### config.mk
export PLATFORM = sky130hd
export DESIGN_NAME = serial_boot_image_loader_core_flat
export DESIGN_NICKNAME = d
export VERILOG_FILES = /design/src/rtl/core/sbl_pkg.sv /design/src/rtl/core/sbl_if.sv /design/src/rtl/core/sbl_front.sv /design/src/rtl/core/sbl_queue.sv /design/src/rtl/core/sbl_back.sv /design/src/rtl/core/serial_boot_image_loader_core.sv /design/src/flat_wrapper.sv
export SDC_FILE = /design/constraint.sdc
export NUM_CORES = 1
export LEC_CHECK = 0
export BUFFER_PORTS_ARGS = -buffer_cell sky130_fd_sc_hd__buf_2
export CORE_ASPECT_RATIO = 1.2
export CORE_MARGIN = 1.5
export CORE_UTILIZATION = 50
export CTS_CLUSTER_SIZE = 20
export DETAILED_ROUTE_END_ITERATION = 7
export GPL_TIMING_DRIVEN = 0
export PLACE_DENSITY = 0.81
export SLEW_MARGIN = 15
export SYNTH_ARGS = -nofsm -noshare
export SYNTH_HDL_FRONTEND = slang
export SYNTH_SLANG_ARGS = --single-unit
### constraint.sdc
create_clock -name clk -period 3.9 [get_ports clk]
set_input_delay 0.975 -clock clk [delete_from_list [all_inputs] [get_ports clk]]
set_output_delay 0.975 -clock clk [all_outputs]
set_load 0.02 [all_outputs]
### src/rtl/core/sbl_pkg.sv
// ----------------------------------------------------------------------------
// sbl_pkg
// Shared types and constants of the serial boot image loader.
// ----------------------------------------------------------------------------
package sbl_pkg;

  localparam int unsigned PROGRESS_INTERVAL = 1024;
  localparam int unsigned PROG_W            = $clog2(PROGRESS_INTERVAL + 1);
  localparam int unsigned HEADER_BYTES      = 8;
  localparam int unsigned MAGIC_BYTES       = 4;
  localparam int unsigned HCNT_W            = $clog2(HEADER_BYTES);
  localparam int unsigned QUEUE_DEPTH       = 2;

  localparam logic [7:0] MAGIC [MAGIC_BYTES] = '{8'h42, 8'h4F, 8'h4F, 8'h54};

  typedef enum logic {
    OP_BYTE  = 1'b0,
    OP_ABORT = 1'b1
  } op_t;

  typedef enum logic {
    PH_HUNT = 1'b0,
    PH_LOAD = 1'b1
  } phase_t;

  typedef enum logic [2:0] {
    ST_HEADER     = 3'd0,
    ST_BAD_MAGIC  = 3'd1,
    ST_GOOD_MAGIC = 3'd2,
    ST_LOADING    = 3'd3,
    ST_ABORTED    = 3'd4
  } status_t;

  typedef struct packed {
    op_t                    op;
    logic [7:0]             data;
    logic [MAGIC_BYTES-1:0] magic_hit;
  } qent_t;

endpackage

### src/rtl/core/sbl_if.sv
// ----------------------------------------------------------------------------
// sbl_in_if / sbl_out_if
// Valid/ready channels for received bytes and for loader results.
// ----------------------------------------------------------------------------
interface sbl_in_if;
  logic       valid;
  logic       ready;
  logic       command;
  logic [7:0] rx_byte;

  modport source (output valid, command, rx_byte, input ready);
  modport sink   (input valid, command, rx_byte, output ready);
endinterface

interface sbl_out_if;
  logic        valid;
  logic        ready;
  logic        mem_write;
  logic [31:0] mem_addr;
  logic [7:0]  mem_data;
  logic        progress;
  logic [2:0]  status;
  logic [31:0] image_size;
  logic        done_res;

  modport source (output valid, mem_write, mem_addr, mem_data, progress, status,
                  image_size, done_res, input ready);
  modport sink   (input valid, mem_write, mem_addr, mem_data, progress, status,
                  image_size, done_res, output ready);
endinterface

### src/rtl/core/sbl_front.sv
// ----------------------------------------------------------------------------
// sbl_front
// Classifies each incoming item into an operation and precomputes magic hits.
// ----------------------------------------------------------------------------
module sbl_front (
  input  logic          in_valid,
  input  logic          in_command,
  input  logic [7:0]    in_rx_byte,
  output logic          in_ready,
  output logic          q_wr_valid,
  output sbl_pkg::qent_t q_wr_data,
  input  logic          q_wr_ready
);

  always_comb begin
    q_wr_data.op   = in_command ? sbl_pkg::OP_ABORT : sbl_pkg::OP_BYTE;
    q_wr_data.data = in_rx_byte;
    for (int i = 0; i < int'(sbl_pkg::MAGIC_BYTES); i++) begin
      q_wr_data.magic_hit[i] = (in_rx_byte == sbl_pkg::MAGIC[i]);
    end
  end

  assign q_wr_valid = in_valid;
  assign in_ready   = q_wr_ready;

endmodule

### src/rtl/core/sbl_queue.sv
// ----------------------------------------------------------------------------
// sbl_queue
// Short FIFO between the classifying front and the executing back.
// ----------------------------------------------------------------------------
module sbl_queue (
  input  logic           clk,
  input  logic           rst,
  input  logic           wr_valid,
  input  sbl_pkg::qent_t wr_data,
  output logic           wr_ready,
  output logic           rd_valid,
  output sbl_pkg::qent_t rd_data,
  input  logic           rd_ready
);

  localparam int unsigned PTR_W = $clog2(sbl_pkg::QUEUE_DEPTH);
  localparam int unsigned CNT_W = $clog2(sbl_pkg::QUEUE_DEPTH + 1);

  sbl_pkg::qent_t   mem [sbl_pkg::QUEUE_DEPTH];
  logic [PTR_W-1:0] wr_ptr;
  logic [PTR_W-1:0] rd_ptr;
  logic [CNT_W-1:0] count;
  logic             push;
  logic             pop;

  assign wr_ready = (count != CNT_W'(sbl_pkg::QUEUE_DEPTH));
  assign rd_valid = (count != '0);
  assign rd_data  = mem[rd_ptr];
  assign push     = wr_valid && wr_ready;
  assign pop      = rd_valid && rd_ready;

  always_ff @(posedge clk) begin
    if (push) begin
      mem[wr_ptr] <= wr_data;
    end
  end

  always_ff @(posedge clk) begin
    if (rst) begin
      wr_ptr <= '0;
      rd_ptr <= '0;
      count  <= '0;
    end else begin
      if (push) begin
        wr_ptr <= (wr_ptr == PTR_W'(sbl_pkg::QUEUE_DEPTH - 1)) ? '0 : wr_ptr + 1'b1;
      end
      if (pop) begin
        rd_ptr <= (rd_ptr == PTR_W'(sbl_pkg::QUEUE_DEPTH - 1)) ? '0 : rd_ptr + 1'b1;
      end
      case ({push, pop})
        2'b10:   count <= count + 1'b1;
        2'b01:   count <= count - 1'b1;
        default: count <= count;
      endcase
    end
  end

endmodule

### src/rtl/core/sbl_back.sv
// ----------------------------------------------------------------------------
// sbl_back
// Header parsing, image write generation and the registered result stage.
// ----------------------------------------------------------------------------
module sbl_back (
  input  logic           clk,
  input  logic           rst,
  input  logic           cfg_wr_en,
  input  logic [31:0]    cfg_wr_data,
  input  logic           q_valid,
  input  sbl_pkg::qent_t q_data,
  output logic           q_ready,
  sbl_out_if.source      out_ch
);

  logic [31:0]                 load_base;
  sbl_pkg::phase_t             phase;
  sbl_pkg::phase_t             phase_next;
  logic [sbl_pkg::HCNT_W-1:0]  header_count;
  logic [sbl_pkg::HCNT_W-1:0]  header_count_next;
  logic                        magic_match;
  logic                        magic_match_next;
  logic [31:0]                 size_reg;
  logic [31:0]                 size_reg_next;
  logic [31:0]                 byte_offset;
  logic [31:0]                 byte_offset_next;
  logic [sbl_pkg::PROG_W-1:0]  prog_cnt;
  logic [sbl_pkg::PROG_W-1:0]  prog_cnt_next;

  logic                        fire;
  logic                        is_abort;
  logic                        last_header;
  logic                        magic_ok;
  logic [31:0]                 size_new;
  logic [31:0]                 offset_inc;
  logic                        load_done;

  logic                        r_write;
  logic [31:0]                 r_addr;
  logic [7:0]                  r_data;
  logic                        r_prog;
  sbl_pkg::status_t            r_status;
  logic [31:0]                 r_size;
  logic                        r_done;

  assign q_ready  = !out_ch.valid || out_ch.ready;
  assign fire     = q_valid && q_ready;
  assign is_abort = (q_data.op == sbl_pkg::OP_ABORT);

  assign last_header = (header_count == sbl_pkg::HCNT_W'(sbl_pkg::HEADER_BYTES - 1));
  assign offset_inc  = byte_offset + 32'd1;
  assign load_done   = (offset_inc == size_reg);

  always_comb begin
    magic_ok = magic_match;
    size_new = size_reg;
    if (!header_count[sbl_pkg::HCNT_W-1]) begin
      magic_ok = magic_match && q_data.magic_hit[header_count[1:0]];
    end else begin
      case (header_count[1:0])
        2'd0:    size_new[7:0]   = q_data.data;
        2'd1:    size_new[15:8]  = q_data.data;
        2'd2:    size_new[23:16] = q_data.data;
        default: size_new[31:24] = q_data.data;
      endcase
    end
  end

  always_comb begin
    phase_next = phase;
    if (is_abort) begin
      phase_next = sbl_pkg::PH_HUNT;
    end else begin
      case (phase)
        sbl_pkg::PH_HUNT: begin
          if (last_header && magic_ok && (size_new != 32'd0)) begin
            phase_next = sbl_pkg::PH_LOAD;
          end
        end
        sbl_pkg::PH_LOAD: begin
          if (load_done) begin
            phase_next = sbl_pkg::PH_HUNT;
          end
        end
        default: phase_next = sbl_pkg::PH_HUNT;
      endcase
    end
  end

  always_comb begin
    header_count_next = header_count;
    magic_match_next  = magic_match;
    size_reg_next     = size_reg;
    byte_offset_next  = byte_offset;
    prog_cnt_next     = prog_cnt;
    r_write           = 1'b0;
    r_addr            = '0;
    r_data            = '0;
    r_prog            = 1'b0;
    r_status          = sbl_pkg::ST_HEADER;
    r_size            = '0;
    r_done            = 1'b0;
    if (is_abort) begin
      header_count_next = '0;
      magic_match_next  = 1'b1;
      size_reg_next     = '0;
      byte_offset_next  = '0;
      prog_cnt_next     = '0;
      r_status          = sbl_pkg::ST_ABORTED;
    end else begin
      case (phase)
        sbl_pkg::PH_HUNT: begin
          if (!last_header) begin
            header_count_next = header_count + 1'b1;
            magic_match_next  = magic_ok;
            size_reg_next     = size_new;
            r_status          = sbl_pkg::ST_HEADER;
          end else begin
            header_count_next = '0;
            magic_match_next  = 1'b1;
            byte_offset_next  = '0;
            prog_cnt_next     = '0;
            if (!magic_ok) begin
              size_reg_next = '0;
              r_status      = sbl_pkg::ST_BAD_MAGIC;
            end else begin
              r_status = sbl_pkg::ST_GOOD_MAGIC;
              r_size   = size_new;
              if (size_new == 32'd0) begin
                size_reg_next = '0;
                r_done        = 1'b1;
              end else begin
                size_reg_next = size_new;
              end
            end
          end
        end
        sbl_pkg::PH_LOAD: begin
          r_write  = 1'b1;
          r_addr   = load_base + byte_offset;
          r_data   = q_data.data;
          r_prog   = (prog_cnt == '0);
          r_status = sbl_pkg::ST_LOADING;
          if (load_done) begin
            r_done            = 1'b1;
            header_count_next = '0;
            magic_match_next  = 1'b1;
            size_reg_next     = '0;
            byte_offset_next  = '0;
            prog_cnt_next     = '0;
          end else begin
            byte_offset_next = offset_inc;
            prog_cnt_next    = (prog_cnt == sbl_pkg::PROG_W'(sbl_pkg::PROGRESS_INTERVAL - 1))
                               ? '0 : prog_cnt + 1'b1;
          end
        end
        default: begin
          r_status = sbl_pkg::ST_HEADER;
        end
      endcase
    end
  end

  always_ff @(posedge clk) begin
    if (rst) begin
      load_base    <= '0;
      phase        <= sbl_pkg::PH_HUNT;
      header_count <= '0;
      magic_match  <= 1'b1;
      size_reg     <= '0;
      byte_offset  <= '0;
      prog_cnt     <= '0;
      out_ch.valid <= 1'b0;
    end else begin
      if (cfg_wr_en) begin
        load_base <= cfg_wr_data;
      end
      if (fire) begin
        phase        <= phase_next;
        header_count <= header_count_next;
        magic_match  <= magic_match_next;
        size_reg     <= size_reg_next;
        byte_offset  <= byte_offset_next;
        prog_cnt     <= prog_cnt_next;
        out_ch.valid <= 1'b1;
      end else if (out_ch.ready) begin
        out_ch.valid <= 1'b0;
      end
    end
  end

  always_ff @(posedge clk) begin
    if (fire) begin
      out_ch.mem_write  <= r_write;
      out_ch.mem_addr   <= r_addr;
      out_ch.mem_data   <= r_data;
      out_ch.progress   <= r_prog;
      out_ch.status     <= r_status;
      out_ch.image_size <= r_size;
      out_ch.done_res   <= r_done;
    end
  end

endmodule

### src/rtl/core/serial_boot_image_loader_core.sv
// ----------------------------------------------------------------------------
// serial_boot_image_loader_core
// Parses a BOOT header from serial bytes and turns the image into writes.
// ----------------------------------------------------------------------------
// Usage:
//   in_ch carries one item per received byte (command 0) or an abort
//   (command 1). Eight header bytes give magic "BOOT" and a little-endian
//   size; each later byte yields a memory write at load_base plus offset.
//   out_ch returns exactly one result item for every input item, in order.
//   Write load_base via cfg_wr_en/cfg_wr_data only while idle (not enforced).
// Timing:
//   One item per cycle sustained while out_ch.ready stays high. An accepted
//   item is held in the queue, then its result is registered in the back
//   stage, whose state update (counters and address add) is combinational.
//   A two-entry queue parts the front from the back, and the result
//   register takes a new item in the same cycle its result is taken.
// Reset:
//   rst clears load_base, the header parser and both valid flags.
// Stall:
//   When out_ch.ready is low the result holds, the queue fills and in_ch.ready
//   drops once it holds two items; nothing is lost or repeated.
// ----------------------------------------------------------------------------
module serial_boot_image_loader_core (
  input  logic        clk,
  input  logic        rst,
  input  logic        cfg_wr_en,
  input  logic [31:0] cfg_wr_data,
  sbl_in_if.sink      in_ch,
  sbl_out_if.source   out_ch
);

  logic           fq_valid;
  sbl_pkg::qent_t fq_data;
  logic           fq_ready;
  logic           qb_valid;
  sbl_pkg::qent_t qb_data;
  logic           qb_ready;

  sbl_front u_front (
    .in_valid   (in_ch.valid),
    .in_command (in_ch.command),
    .in_rx_byte (in_ch.rx_byte),
    .in_ready   (in_ch.ready),
    .q_wr_valid (fq_valid),
    .q_wr_data  (fq_data),
    .q_wr_ready (fq_ready)
  );

  sbl_queue u_queue (
    .clk      (clk),
    .rst      (rst),
    .wr_valid (fq_valid),
    .wr_data  (fq_data),
    .wr_ready (fq_ready),
    .rd_valid (qb_valid),
    .rd_data  (qb_data),
    .rd_ready (qb_ready)
  );

  sbl_back u_back (
    .clk         (clk),
    .rst         (rst),
    .cfg_wr_en   (cfg_wr_en),
    .cfg_wr_data (cfg_wr_data),
    .q_valid     (qb_valid),
    .q_data      (qb_data),
    .q_ready     (qb_ready),
    .out_ch      (out_ch)
  );

  a_push_visible: assert property (@(posedge clk) disable iff (rst)
    (in_ch.valid && in_ch.ready) |=> qb_valid)
    else $error("accepted item missing from queue");

  a_write_is_loading: assert property (@(posedge clk) disable iff (rst)
    (out_ch.valid && out_ch.mem_write) |-> (out_ch.status == sbl_pkg::ST_LOADING))
    else $error("memory write outside loading");

  a_abort_clean: assert property (@(posedge clk) disable iff (rst)
    (out_ch.valid && (out_ch.status == sbl_pkg::ST_ABORTED)) |->
      (!out_ch.mem_write && !out_ch.done_res && !out_ch.progress &&
       (out_ch.image_size == 32'd0)))
    else $error("abort result carries data");

  a_abort_accept: assert property (@(posedge clk) disable iff (rst)
    (qb_valid && qb_ready && (qb_data.op == sbl_pkg::OP_ABORT)) |=>
      (out_ch.valid && (out_ch.status == sbl_pkg::ST_ABORTED)))
    else $error("abort not reported");

endmodule

### src/flat_wrapper.sv
// flat-port wrapper written by rule: the top's interface ports become plain ports
module serial_boot_image_loader_core_flat 
  (clk, rst, cfg_wr_en, cfg_wr_data, in_ch_valid, in_ch_command, in_ch_rx_byte, in_ch_ready, out_ch_valid, out_ch_mem_write, out_ch_mem_addr, out_ch_mem_data, out_ch_progress, out_ch_status, out_ch_image_size, out_ch_done_res, out_ch_ready);
  sbl_in_if in_ch_i ();
  sbl_out_if out_ch_i ();
  input  logic clk;
  input  logic rst;
  input  logic cfg_wr_en;
  input  logic [31:0] cfg_wr_data;
  input wire logic [$bits(in_ch_i.valid)-1:0] in_ch_valid;
  input wire logic [$bits(in_ch_i.command)-1:0] in_ch_command;
  input wire logic [$bits(in_ch_i.rx_byte)-1:0] in_ch_rx_byte;
  output wire logic [$bits(in_ch_i.ready)-1:0] in_ch_ready;
  output wire logic [$bits(out_ch_i.valid)-1:0] out_ch_valid;
  output wire logic [$bits(out_ch_i.mem_write)-1:0] out_ch_mem_write;
  output wire logic [$bits(out_ch_i.mem_addr)-1:0] out_ch_mem_addr;
  output wire logic [$bits(out_ch_i.mem_data)-1:0] out_ch_mem_data;
  output wire logic [$bits(out_ch_i.progress)-1:0] out_ch_progress;
  output wire logic [$bits(out_ch_i.status)-1:0] out_ch_status;
  output wire logic [$bits(out_ch_i.image_size)-1:0] out_ch_image_size;
  output wire logic [$bits(out_ch_i.done_res)-1:0] out_ch_done_res;
  input wire logic [$bits(out_ch_i.ready)-1:0] out_ch_ready;
  assign in_ch_i.valid = in_ch_valid;
  assign in_ch_i.command = in_ch_command;
  assign in_ch_i.rx_byte = in_ch_rx_byte;
  assign in_ch_ready = in_ch_i.ready;
  assign out_ch_valid = out_ch_i.valid;
  assign out_ch_mem_write = out_ch_i.mem_write;
  assign out_ch_mem_addr = out_ch_i.mem_addr;
  assign out_ch_mem_data = out_ch_i.mem_data;
  assign out_ch_progress = out_ch_i.progress;
  assign out_ch_status = out_ch_i.status;
  assign out_ch_image_size = out_ch_i.image_size;
  assign out_ch_done_res = out_ch_i.done_res;
  assign out_ch_i.ready = out_ch_ready;
  serial_boot_image_loader_core u_core (.clk(clk), .rst(rst), .cfg_wr_en(cfg_wr_en), .cfg_wr_data(cfg_wr_data), .in_ch(in_ch_i), .out_ch(out_ch_i));
endmodule
# After elaboration in Yosys (flattened, before gate mapping)
# Memory sizes are Yosys's and may differ from the RTL's. A register that Yosys moved wholly into a read port is not among the register bits.
# Cells that the tools add are included.
word_totals:
  input_bits: 46
  romBits: 0
  mem_count: 1
  wordCells: 117
  output_inout_bits: 80
  latchBits: 0
  mem_bits_rw: 26
  regBits: 195
classes:
  add_sub_neg: 8
  magnitude_cmp: 1
  eq_ne: 13
  n_mux: 54
  shifts: 0
  n_reduce_logical: 19
  div: 0
  bitwise_logic: 3
  mul: 0
mem_list:
  columns: ["memory", "depth", "word_bits", "rd", "rd_clocked_by_memory_dff", "wr", "line", "source"]
  rows:
  - ["u_core.u_queue.mem", 2, 13, 1, 1, 1, "sbl_queue.sv:19", "sbl_pkg::qent_t mem [sbl_pkg::QUEUE_DEPTH];"]
ops:
  columns: ["cell", "n"]
  rows:
  - ["2-to-1 mux 32 bit", 9]
  - ["one-hot mux 32 bit (2 select lines)", 2]
  - ["2-to-1 mux 11 bit", 4]
  - ["adder 32 x 1 -> 32 bit, second input constant", 1]
  - ["adder 32 bit", 1]
  - ["equality test 32 bit", 1]
  - ["zero test 32 bit", 1]
  - ["2-to-1 mux 8 bit", 4]
  - ["nonzero test 32 bit", 1]
  - ["equality test 8 x 7 -> 1 bit, second input constant", 3]
  - ["2-to-1 mux 1 bit", 22]
  - ["one-hot mux 11 bit (2 select lines)", 1]
  - ["one-hot mux 3 bit (2 select lines)", 2]
  - ["adder 11 x 1 -> 11 bit, second input constant", 1]
  - ["equality test 11 x 10 -> 1 bit, second input constant", 1]
  - ["zero test 11 bit", 1]
  - ["2-to-1 mux 3 bit", 3]
  - ["one-hot mux 1 bit (2 select lines)", 3]
  - ["nonzero test 2 bit", 3]
  - ["logical AND 1 bit", 5]
  - ["equality test 2 x 1 -> 1 bit, second input constant", 2]
  - ["equality test 2 bit, second input constant", 2]
  - ["2-to-1 mux 2 bit", 2]
  - ["one-hot mux 2 bit (2 select lines)", 1]
  - ["18 further kinds", 22]

# Longest topological paths before layout
logic_depth:
  ltp_word: 10
  mapped_depth: 14
  ltp_nobuf: 12

# By module
# Synthesis repeated with hierarchy kept, for this count alone.
unflattened:
  cells_unflattened: 1457
  hier_area_um2: 12809.8
by_module_without_submodules:
  columns: ["mod", "cells_each", "area_per_inst_um2", "instances"]
  rows:
  - ["sbl_back", 1373, 11501.0, 1]
  - ["sbl_queue", 64, 1154.9, 1]
  - ["sbl_front", 20, 153.9, 1]

# Worst setup path before layout
# No wires, ideal clock.
synth_timing:
  path_type: "in2reg"
  startpoint: "in out_ch_ready"
  endpoint: "reg u_core.u_back.byte_offset[27]"
  n_path_buf: 1
  t_required_ns: 3.826
  path_stages: 9
  arrival_time_ns: 4.073
  path_slack_ns: -0.247
  path_cell_list: "nand2b_1 > o21ai_0 > inv_1 > o21ai_0 > clkbuf_1 > or4_1 > nor2_1 > o21ai_0 > o21ai_0"
synth_between:
  elab_chain_len: 3
synth_lines:
  columns: ["element", "line", "source"]
  rows:
  - ["start, declared", "flat_wrapper.sv:22", "input wire logic [$bits(out_ch_i.ready)-1:0] out_ch_ready;"]
  - ["logical OR 1 bit", "sbl_back.sv:46", "assign q_ready = !out_ch.valid || out_ch.ready;"]
  - ["logical AND 1 bit", "sbl_back.sv:47", "assign fire = q_valid && q_ready;"]
  - ["named net u_core.u_back.fire", "sbl_back.sv:30", "logic fire;"]
  - ["AND reduction 2 bit (no line)", null, null]
  - ["end signal, assigned", "sbl_back.sv:183", "byte_offset <= byte_offset_next;"]
  - ["end, declared", "sbl_back.sv:25", "logic [31:0] byte_offset;"]
# The timed path passes the listed nets, and every way through them passes these cells.
# A chain may end at the register's enable or synchronous reset.

# Worst setup path after layout
layout_timing:
  startpoint: "reg u_core.u_back.byte_offset[0]"
  endpoint: "reg u_core.u_back.out_ch.done_res, data pin"
layout_between:
  elab_chain_len: 4
layout_lines:
  columns: ["element", "line", "source"]
  rows:
  - ["adder 32 x 1 -> 32 bit", "sbl_back.sv:51", "assign offset_inc = byte_offset + 32'd1;"]
  - ["equality test 32 bit", "sbl_back.sv:52", "assign load_done = (offset_inc == size_reg);"]
  - ["2-to-1 mux 1 bit", "sbl_back.sv:144", "if (load_done) begin"]
  - ["one-hot mux 1 bit (2 select lines)", "sbl_back.sv:111", "case (phase)"]
  - ["end signal, assigned", "sbl_back.sv:200", "out_ch.done_res <= r_done;"]
  - ["end, declared", "sbl_if.sv:27", "image_size, done_res, input ready);"]
# No other way between the ends.

==> qor.yml <==
logic_synthesis:
  synthesis.nets: 1442
  synth_top_family_by_area: "simple AND/OR/NAND/NOR gates"
  ys.flop_type: "dfxtp_1"
  muxShareOfSynthArea_pct: 4.032
  syn_area_per_cell_um2: 9.099
  yosysTopAreaCell: "edfxtp_1"
  syn_area_um2: 12320
  synthDistinctLibCells: 75
  synth_seq_area_share_pct: 44.03
  synth_cells: 1354
  synthArstFlopShare_pct: 0
  synth_edf_count: 102
  synth_fa_ha_area_share_pct: 4.326
  synth_top_area_share_pct: 24.86
  synth_compound_area_share_pct: 15.91
  synth.area.top_cells: "edfxtp_1 (25%), dfxtp_1 (19%), nor2_1 (5.2%), ha_1 (4.2%), mux2i_1 (3.6%)"
  synthXorXnorAreaFrac_pct: 5.047
  synth_simple_gate_area_share_pct: 21.66
  ys_warn_count: 0
  ys_seq_elements: 220
sta:
  fin_skew_ns: 0.02044
  finalHoldViolCount: 0
  holdWs_ns: 0.4821
  worst_slew_pin_slew_ns: 1.070
  period_minus_slack_ns: 3.790
  slew_headroom_pct: 28.68
  finalCritPeriodShare_pct: 97.19
  fmax_ghz: 0.2638
  slew_viol_final: 0
  setup_viol: 0
clock_network:
  clk-insertion-delay-late_ns: 0.53
  cts_hold_buf: 0
  root_buffer: "clkbuf_16"
  clock_path_buffers: 3
  cts.sinks: 220
  cts.clk_slew.worst_paths_ns: 0.06
  htreeDepth: 1
  cts_buffers: 24
  cts_tree: "done"
critical_path:
  slowest_stage: "dfxtp_2"
  critical_path_class: "register to register"
  start_kind: "register"
  crit_chain: "ha_2 -> nand3_2 -> nor3_2 -> nand3_1 -> xnor2_1 -> nor4_1 -> o2111a_1 -> buf_2 -> nand3_4 -> buf_6 -> clkbuf_2 -> o22ai_1"
  path_max_fanout: 10
  cp_slowest_stage_delay_ns: 0.50
  worstPathArrival_ns: 4.12
  end_kind: "register"
  crit_required_ns: 4.23
route:
  drt-initial-drc-count: 914
  avgRoutedWirePerCell_um: 19.99
  drt_pass1_iterations: 8
  drc: 0
  avgViaCountPerCell: 6.047
  num_vias: 11210
  ant_nets: 0
  drt_wl_total_um: 37060
grt:
  use_met2_pct: 47.37
  grt_overflow: 0
  met3_usage_pct: 3.264
  grt_pass1_wl_um: 57750
  antenna_found_initial: 0
  grt_use_total_pct: 28.63
  grt_busiest_layer: "met2"
  grt_pass1_vias: 10690
  grt_max_degree: 41
  grtUsageMet1_pct: 36.38
hold_path:
  hp-class: "register to register"
floorplanning:
  die_x_um: 146.3
  start_util_pct: 51.23
  coreArea_um2: 24050
  io-pin-count: 126
  fp-row-count: 62
  die_height_um: 175.0
  die-area_um2: 25600
power:
  power-per-cell-area_nw_per_um2: 541.9
  p_leak_nw: 5.364
  vdd.ir_drop.worst_mv: 0.7338
cells_and_area:
  diodes: 0
  drive_gt1_share_pct: 15.19
  fill_cells: 2090
  fin_area_um2: 14370
  nets: 1604
  syn_to_final_growth_pct: 16.65
place:
  dp_hpwl_um: 27460
  placed_area_um2: 13390
  gp_congestion: 0.9683
  port_buffers: 124
job:
  cap_viol_max_count: 0
outcome:
  status: "complete, no violations"
==> worst max-delay path: cells and delay by family, from the launching register on <==
kind                       cells  cell delay (ns)
buffers and inverters          3             0.72
DFF                            1             0.50
adders and majority gates      1             0.31
and+or+nand+nor                5             1.31
xor gates and xnor gates       1             0.17
AOI/OAI and AO/OA              2             0.57
==> routing by layer <==
layer	vias to the layer above	share of wire (%)
met4	0	6.2
met2	527	46
met1	5220	41
met5	-	0
li1	5337	-
met3	128	6.6
==> cells in the final DEF (no fill, tap or decap), types with 12 or more instances in the layout <==
master / n
edfxtp_1: 102
o21ai_0: 65
buf_1: 12
ha_1: 40
nand4_1: 30
o32ai_1: 25
a211oi_1: 47
nand2_1: 83
a31oi_1: 13
nand3_1: 61
nor2_1: 169
a21oi_1: 56
or3_1: 22
buf_2: 135
nand2b_1: 12
clkbuf_1: 59
nor4_1: 38
dfxtp_1: 116
xnor2_1: 43
inv_1: 59
nor3_1: 38
and3_1: 18
clkbuf_16: 26
mux2i_1: 43
xor2_1: 28
==> where the power goes <==
| part | total, mW | leakage [nW] | switching, mW | internal (mW) |
|---|---|---|---|---|
| sequential | 3.09 | 1.95 | 0.136 | 2.96 |
| clock | 2.28 | 0.392 | 0.937 | 1.35 |
| combinational | 2.41 | 3.02 | 1.74 | 0.668 |
| total | 7.79 | 5.36 | 2.82 | 4.97 |
==> through the flow <==
stage / util [%] / power [mW] / TNS (ns) / setup WS, ns / std cells
global route: 59.77 / 8.070 / -0.006157 / -0.004430 / 1854
finish: 59.77 / 7.789 / 0 / 0.1096 / 1854
global placement: 55.50 / 5.385 / -85.86 / -1.470 / 1798
CTS: 59.58 / 7.768 / 0 / 0.03899 / 1853
detailed placement: 55.67 / 5.440 / -46.82 / -0.7638 / 1800
floorplan: - / 4.576 / 0 / 0.06135 / 1354
==> synth_stat cells, drive strengths merged (7+ instances only) <==
| library cell | instances |
|---|---|
| xor2 | 28 |
| edfxtp | 102 |
| mux2i | 44 |
| inv | 60 |
| o32ai | 25 |
| ha | 41 |
| nand4 | 31 |
| a21o | 7 |
| buf | 27 |
| nand2 | 83 |
| o211ai | 10 |
| nor3 | 42 |
| nor2 | 170 |
| a211oi | 51 |
| xnor2 | 43 |
| a31oi | 13 |
| and2 | 11 |
| o21ai | 66 |
| and4 | 7 |
| o31ai | 11 |
| a21oi | 56 |
| o21a | 9 |
| and3 | 18 |
| nand2b | 12 |
| nand3 | 64 |
| dfxtp | 118 |
| clkbuf | 67 |
| or3 | 22 |
| nor4 | 41 |
==> kinds of logic (layout without fill, tap and decap cells) <==
family,count (synthesis),in the layout
xor+xnor,71,71
mux,47,47
simple gates,532,532
flops,220,220
fa+ha+maj,42,42
buf+inv,154,334
compound gates,288,288
==> final timing paths <==
kind,slack (ns),cells after the start,startpoint,to
worst max-delay path,0.11,12,u_core.u_back.byte_offset[0],u_core.u_back.out_ch.done_res
worst min-delay path,0.48,2,u_core.u_back.prog_cnt[10],u_core.u_back.prog_cnt[10]
worst max register to register,0.11,12,u_core.u_back.byte_offset[0],u_core.u_back.out_ch.done_res
worst min register to register,0.48,2,u_core.u_back.prog_cnt[10],u_core.u_back.prog_cnt[10]
==> cell type report <==
type                       count  area [um^2]  share of cell area (%)
multi-input combinational    980         6355                   44.22
sequential                   220         5428                   37.76
timing repair buffer         136        760.7                   5.293
clock buffer                  32        713.2                   4.962
tap                          320        400.4                   2.786
buffer                        94        397.9                   2.768
inverter                      60        229.0                   1.593
clock inverter                12        88.84                  0.6181
==> what timing repair did <==
item                       in CTS  in global routing
pin swaps                       6                  2
setup endpoints to repair      81                 50
buffers inserted                9                  1
resized for setup              12                 13
No activity file was read; power rests on OpenSTA's default activity.
